<file path="src/sv/bsrt_pkg.sv">
`timescale 1ns / 1ps
// Package for the beacon spot ring tracker: sizes, band edges, codes and word types.
// Depends on nothing; every other file in the project imports it.

package bsrt_pkg;

  localparam int BEACON_COUNT = 18;
  localparam int BAND_COUNT   = 5;
  localparam int QUEUE_DEPTH  = 5;
  localparam int TIME_BITS    = 32;
  localparam int EDGE_COUNT   = 5;
  localparam int MASK_W       = 18;

  localparam int PAIR_COUNT  = BEACON_COUNT * BAND_COUNT;
  localparam int HEARD_DEPTH = PAIR_COUNT * QUEUE_DEPTH;

  localparam int BAND_W   = (BAND_COUNT > 1) ? $clog2(BAND_COUNT) : 1;
  localparam int BEACON_W = (BEACON_COUNT > 1) ? $clog2(BEACON_COUNT) : 1;
  localparam int SLOT_W   = (QUEUE_DEPTH > 1) ? $clog2(QUEUE_DEPTH) : 1;
  localparam int PAIR_W   = (PAIR_COUNT > 1) ? $clog2(PAIR_COUNT) : 1;
  localparam int HADDR_W  = (HEARD_DEPTH > 1) ? $clog2(HEARD_DEPTH) : 1;
  localparam int EDGE_W   = 20;

  localparam logic [EDGE_W-1:0] BAND_EDGE [EDGE_COUNT] = '{
    20'd141000, 20'd181100, 20'd211500, 20'd249300, 20'd282000
  };

  localparam logic [15:0] WINDOW_RESET = 16'd300;
  localparam logic [9:0]  MARGIN_RESET = 10'd100;

  typedef enum logic [1:0] {
    REG_WINDOW = 2'd0,
    REG_MARGIN = 2'd1
  } bsrt_reg_t;

  typedef enum logic [2:0] {
    ST_STORED    = 3'd0,
    ST_OVERWRITE = 3'd1,
    ST_UNMATCHED = 3'd2,
    ST_IGNORED   = 3'd3,
    ST_STEP      = 3'd4
  } bsrt_status_t;

  typedef struct packed {
    logic        mode;
    logic [4:0]  beacon_index;
    logic [18:0] frequency_tenths_khz;
    logic        spotter_accepted;
    logic [31:0] time_now;
  } bsrt_in_t;

  typedef struct packed {
    bsrt_status_t status;
    logic [2:0]   band_shown;
    logic [17:0]  lit_mask;
  } bsrt_out_t;

  typedef struct packed {
    logic              hit;
    logic [BAND_W-1:0] band;
  } bsrt_bin_t;

  typedef struct packed {
    logic [SLOT_W-1:0] head;
    logic [SLOT_W-1:0] tail;
  } bsrt_meta_t;

  function automatic logic [SLOT_W-1:0] next_slot(input logic [SLOT_W-1:0] s);
    logic [SLOT_W-1:0] r;
    if (s == SLOT_W'(QUEUE_DEPTH - 1)) begin
      r = '0;
    end else begin
      r = s + SLOT_W'(1);
    end
    return r;
  endfunction

  function automatic logic [HADDR_W-1:0] heard_addr(input logic [PAIR_W-1:0] pair,
                                                    input logic [SLOT_W-1:0] slot);
    return HADDR_W'(pair) * HADDR_W'(QUEUE_DEPTH) + HADDR_W'(slot);
  endfunction

endpackage

</file>
<file path="src/sv/bsrt_band_bin.sv">
`timescale 1ns / 1ps
// Band binning: places a frequency in the first band whose upper edge plus margin lies above it.
// Depends on bsrt_pkg for the edge table and the result type.

module bsrt_band_bin
  import bsrt_pkg::*;
(
  input  logic [18:0] frequency,
  input  logic [9:0]  margin,
  output bsrt_bin_t   result
);

  always_comb begin
    result = '0;
    for (int i = EDGE_COUNT - 1; i >= 0; i--) begin
      if ({1'b0, frequency} < BAND_EDGE[i] + EDGE_W'(margin)) begin
        result.hit  = (i < BAND_COUNT);
        result.band = BAND_W'(i);
      end
    end
  end

endmodule

</file>
<file path="config.mk">
export PLATFORM = sky130hd
export DESIGN_NAME = bsrt_band_bin
export DESIGN_NICKNAME = d
export VERILOG_FILES = /design/src/sv/bsrt_pkg.sv /design/src/sv/bsrt_band_bin.sv
export SDC_FILE = /design/constraint.sdc
export NUM_CORES = 1
export LEC_CHECK = 0
export ABC_AREA = 1
export BUFFER_PORTS_ARGS = -buffer_cell sky130_fd_sc_hd__buf_2
export CAP_MARGIN = 25
export CORE_ASPECT_RATIO = 0.9
export CORE_MARGIN = 2
export CORE_UTILIZATION = 33
export DETAILED_ROUTE_END_ITERATION = 16
export PLACE_DENSITY_LB_ADDON = 0.3
export SLEW_MARGIN = 20
export SYNTH_ARGS = -nofsm -noshare
export SYNTH_HDL_FRONTEND = slang
export SYNTH_SLANG_ARGS = --single-unit
</file>
<file path="constraint.sdc">
create_clock -name vclk -period 2.4
set_clock_uncertainty 0.05 [all_clocks]
set_input_delay 0.24 -clock vclk [all_inputs]
set_output_delay 0.24 -clock vclk [all_outputs]
set_load 0.01 [all_outputs]
</file>
# --- After elaboration in Yosys (flattened, before gate mapping) ---
# Cells that the tools add are included.
classes:
  n_addsub: 5
  multipliers: 0
  div_mod_pow: 0
  n_lt_le_gt_ge: 5
  eq_ne: 0
  shifts: 0
  muxes: 5
  bitwise: 0
  reduce_logical: 0
ops:
  columns: ["cell", "n"]
  rows:
  - ["$add 18x10->19 const A", 4]
  - ["$lt 19x19->1", 4]
  - ["$add 19x10->20 const A", 1]
  - ["$lt 19x20->1", 1]
  - ["$mux 4", 5]
totals:
  reg_bits: 0
  latchBits: 0
  ram_bits: 0
  rom_bits: 0
  in_bits: 29
  out_inout_bits: 4
  mem_count: 0

# --- Longest topological paths before layout ---
depth:
  word_depth: 7
  ltp_mapped: 19
  mapped_depth_nobuf: 19

# --- Worst setup path before layout ---
# OpenSTA, ideal clock, no wires.
synth_path:
  path_kind: "input-to-output"
  start: "in margin[4]"
  end: "out result[2] in the netlist's numbering"
  t_arrival_ns: 2.023
  path_slack_ns: 0.087
  stages: 16
  path_cell_list: "inv_1 ha_1 nand2_1 nand2_1 a21oi_1 nand2_1 xor2_1 ha_1 nand2_1 inv_1 nand2_1 nor2_1 nand3_1 nand2_1 nor2_2 nor3_1"
synth_rtl:
  columns: ["item", "line", "rtl"]
  rows:
  - ["start: declaration", "bsrt_band_bin.sv:9", "input logic [9:0] margin,"]
  - ["end: declaration", "bsrt_band_bin.sv:10", "output bsrt_bin_t result"]

==> metrics.txt <==
Final Slew Violations 0; combinational power share 100.0%; mux cell area share after synthesis 0%; simple-gate share of the synthesized area between 30% and 40%; Pleak 0.00145 uW; die outline height around 76 um; register area 0 um2; CLK BUF 0; Mapped Nets around 400; YS warnings 0; Ports 33; Synth-to-Final Area Change 44.8%; seq_cells 0; Core Region 0.00560 mm2; CP arrival approximately 2.3 ns; Crit Path Max Fanout 6; largest net degree at the start of global routing 10; post-synth top area share around a third; Port Buf Inserts 33; combinational family with the most area after synthesis simple AND/OR/NAND/NOR gates; via count 2178; first-pass GRT wire length a little under 10000 um; wire per inst about 13 um; Net Sw Frac around 56%; final WL approximately 5800 um; Final GP Congestion around 0.86; max frequency approximately 390 MHz; top-count cell post-synth nand2_1; cell internal pwr 235 uW; Max VDD drop between 0.00009 and 0.0001 V; final cycle utilization of the critical path 106%; Slew HR just over 80%; sequential share of power 0%; Worst Setup Start Kind primary input; hold depth 6; vias in the first global route 2158; Pre-antenna DRT Iters 4; Setup violations, final 3; worst slew pin tran ~0.27 ns; status finished with violations; CP Class in2out; drt drc 0; clock power share 0%; failing checks negative setup slack; PD cells slightly below 200 mW/mm2; initial DRC count 81; antenna viol nets, final 0; worst min-delay path class in2out; Tmin final between 2 and 3 ns; gr ovfl total 0; Synth cell types 26; # diodes 0; synth cell count leaders 87 x nand2_1, 53 x ha_1, 40 x inv_1; Avg Cell Area, Syn about 6.0 um2; # nets final 467; kind of end point of the critical path primary output; final setup margin -0.136 ns; Cell Area, Synth about 0.0019 mm2; Cells after Synth between 300 and 400; register area share after synthesis 0%; Die W 83.7 um; Max Cap Violations 0; drt via density 4.81; row cnt 26; leading post-synthesis cells by cell area ha_1 35%, nand2_1 17%, a21oi_1 8.0%, inv_1 8.0%, nor2_1 7.8%; CTS Hold Buffers Added 0; Hold Crit Start frequency[18]; Die Area 0.00634 mm2; cell accounting for the most synthesized area ha_1; CP Data Required Time about 2.1 ns; Total GRT Usage 18.5%; Filler Cells Inserted approximately 550; Overall Power 535 uW; initial antenna violation count 0; dpl cells between 400 and 500; layout cells sized above 1 about a third; Psw around 300 uW; post-synthesis compound-gate area fraction roughly 14%; Synth Area in Adders between 30% and 40%; final std cells w/o fill between 400 and 500; Initial Utilization about a third; Worst Setup SP margin[4]; unrepaired setup endpoints after global routing true; xor/xnor share of the synthesized area 6.03%; HPWL Detailed around 4700 um; final hold vios 0
[through the flow]
stage	setup WS (ns)	util (%)	hold slack, ns	instance area [um2]	setup TNS, ns
2_1_floorplan	0.0866	-	0.618	1890	0
3_3_place_gp	-0.325	41.9	0.908	2340	-0.958
3_5_place_dp	-0.374	41.9	0.906	2340	-1.11
4_1_cts	-0.104	46.9	0.908	2630	-0.257
5_1_grt	-0.257	48.8	0.966	2730	-0.880
6_report	-0.136	48.8	0.916	2730	-0.298
[worst paths after layout]
path | to | slack, ns
min | result[0] | 0.92
max | result[0] | -0.14
[logic make-up (layout without fill, tap and decap cells)]
group | Yosys count | count (layout)
AOI/OAI and AO/OA | 47 | 47
and+or+nand+nor | 159 | 159
adders and majority gates | 53 | 53
buffers and inverters | 45 | 111
xor gates and xnor gates | 13 | 13
[cell usage in the layout, fill, tap and decap left out, types with 2 or more instances in the layout]
cell / synthesis / layout
nand2_1: 87 / 78
ha_1: 53 / 43
buf_4: 0 / 33
nor2_1: 39 / 31
inv_1: 40 / 31
buf_2: 1 / 29
a21oi_1: 30 / 22
nand3_1: 16 / 14
xor2_1: 12 / 12
ha_4: 0 / 10
inv_2: 3 / 8
nand2_2: 0 / 7
a21oi_2: 2 / 7
nor2_2: 3 / 6
nand4_1: 6 / 6
nor2_4: 1 / 6
o21ai_0: 6 / 4
nand3_2: 2 / 4
a21o_1: 4 / 4
a21oi_4: 0 / 3
buf_6: 0 / 3
nand2_4: 0 / 2
inv_6: 0 / 2
[cell type report]
type / instances / area [um2] / share of cell area, %
inverter: 44 / 181 / 6.64
multi-input combinational: 272 / 2000 / 73.3
tap: 70 / 87.6 / 3.21
timing repair buffer: 67 / 462 / 16.9
[power by group through the flow]
stage,clock (uW),combinational (uW),sequential (uW)
floorplan,0,274,0
detailed placement,0,441,0
finish,0,535,0
CTS,0,501,0
global placement,0,436,0
global route,0,607,0
[worst max-delay path: stages]
cell and delay (ns):
buf_12 0.12, buf_6 0.12, ha_4 0.16, a21oi_4 0.16
buf_4 0.14, nor2_4 0.04, nor2_2 0.15, inv_1 0.06
ha_1 0.29, nand2_1 0.07, nor2_1 0.09, and2_1 0.12
nand3_1 0.08, nand3_1 0.10, nand2_2 0.06, a21oi_2 0.12
buf_2 0.13
[per-layer routing]
metal	vias up	global-route usage [%]	part of all wire, %
li1	1180	-	-
met1	942	25.0	49
met2	48	34.2	45
met3	8	0.975	4.4
met4	0	1.79	1.1
met5	-	0	0
[repair_timing]
item | CTS | global route
setup buffers | 5 | 1
endpoints found under the setup margin | 4 | 4
pin swaps | 34 | 19
gates resized for setup | 69 | 17
Power figures use the tool's default switching activity.
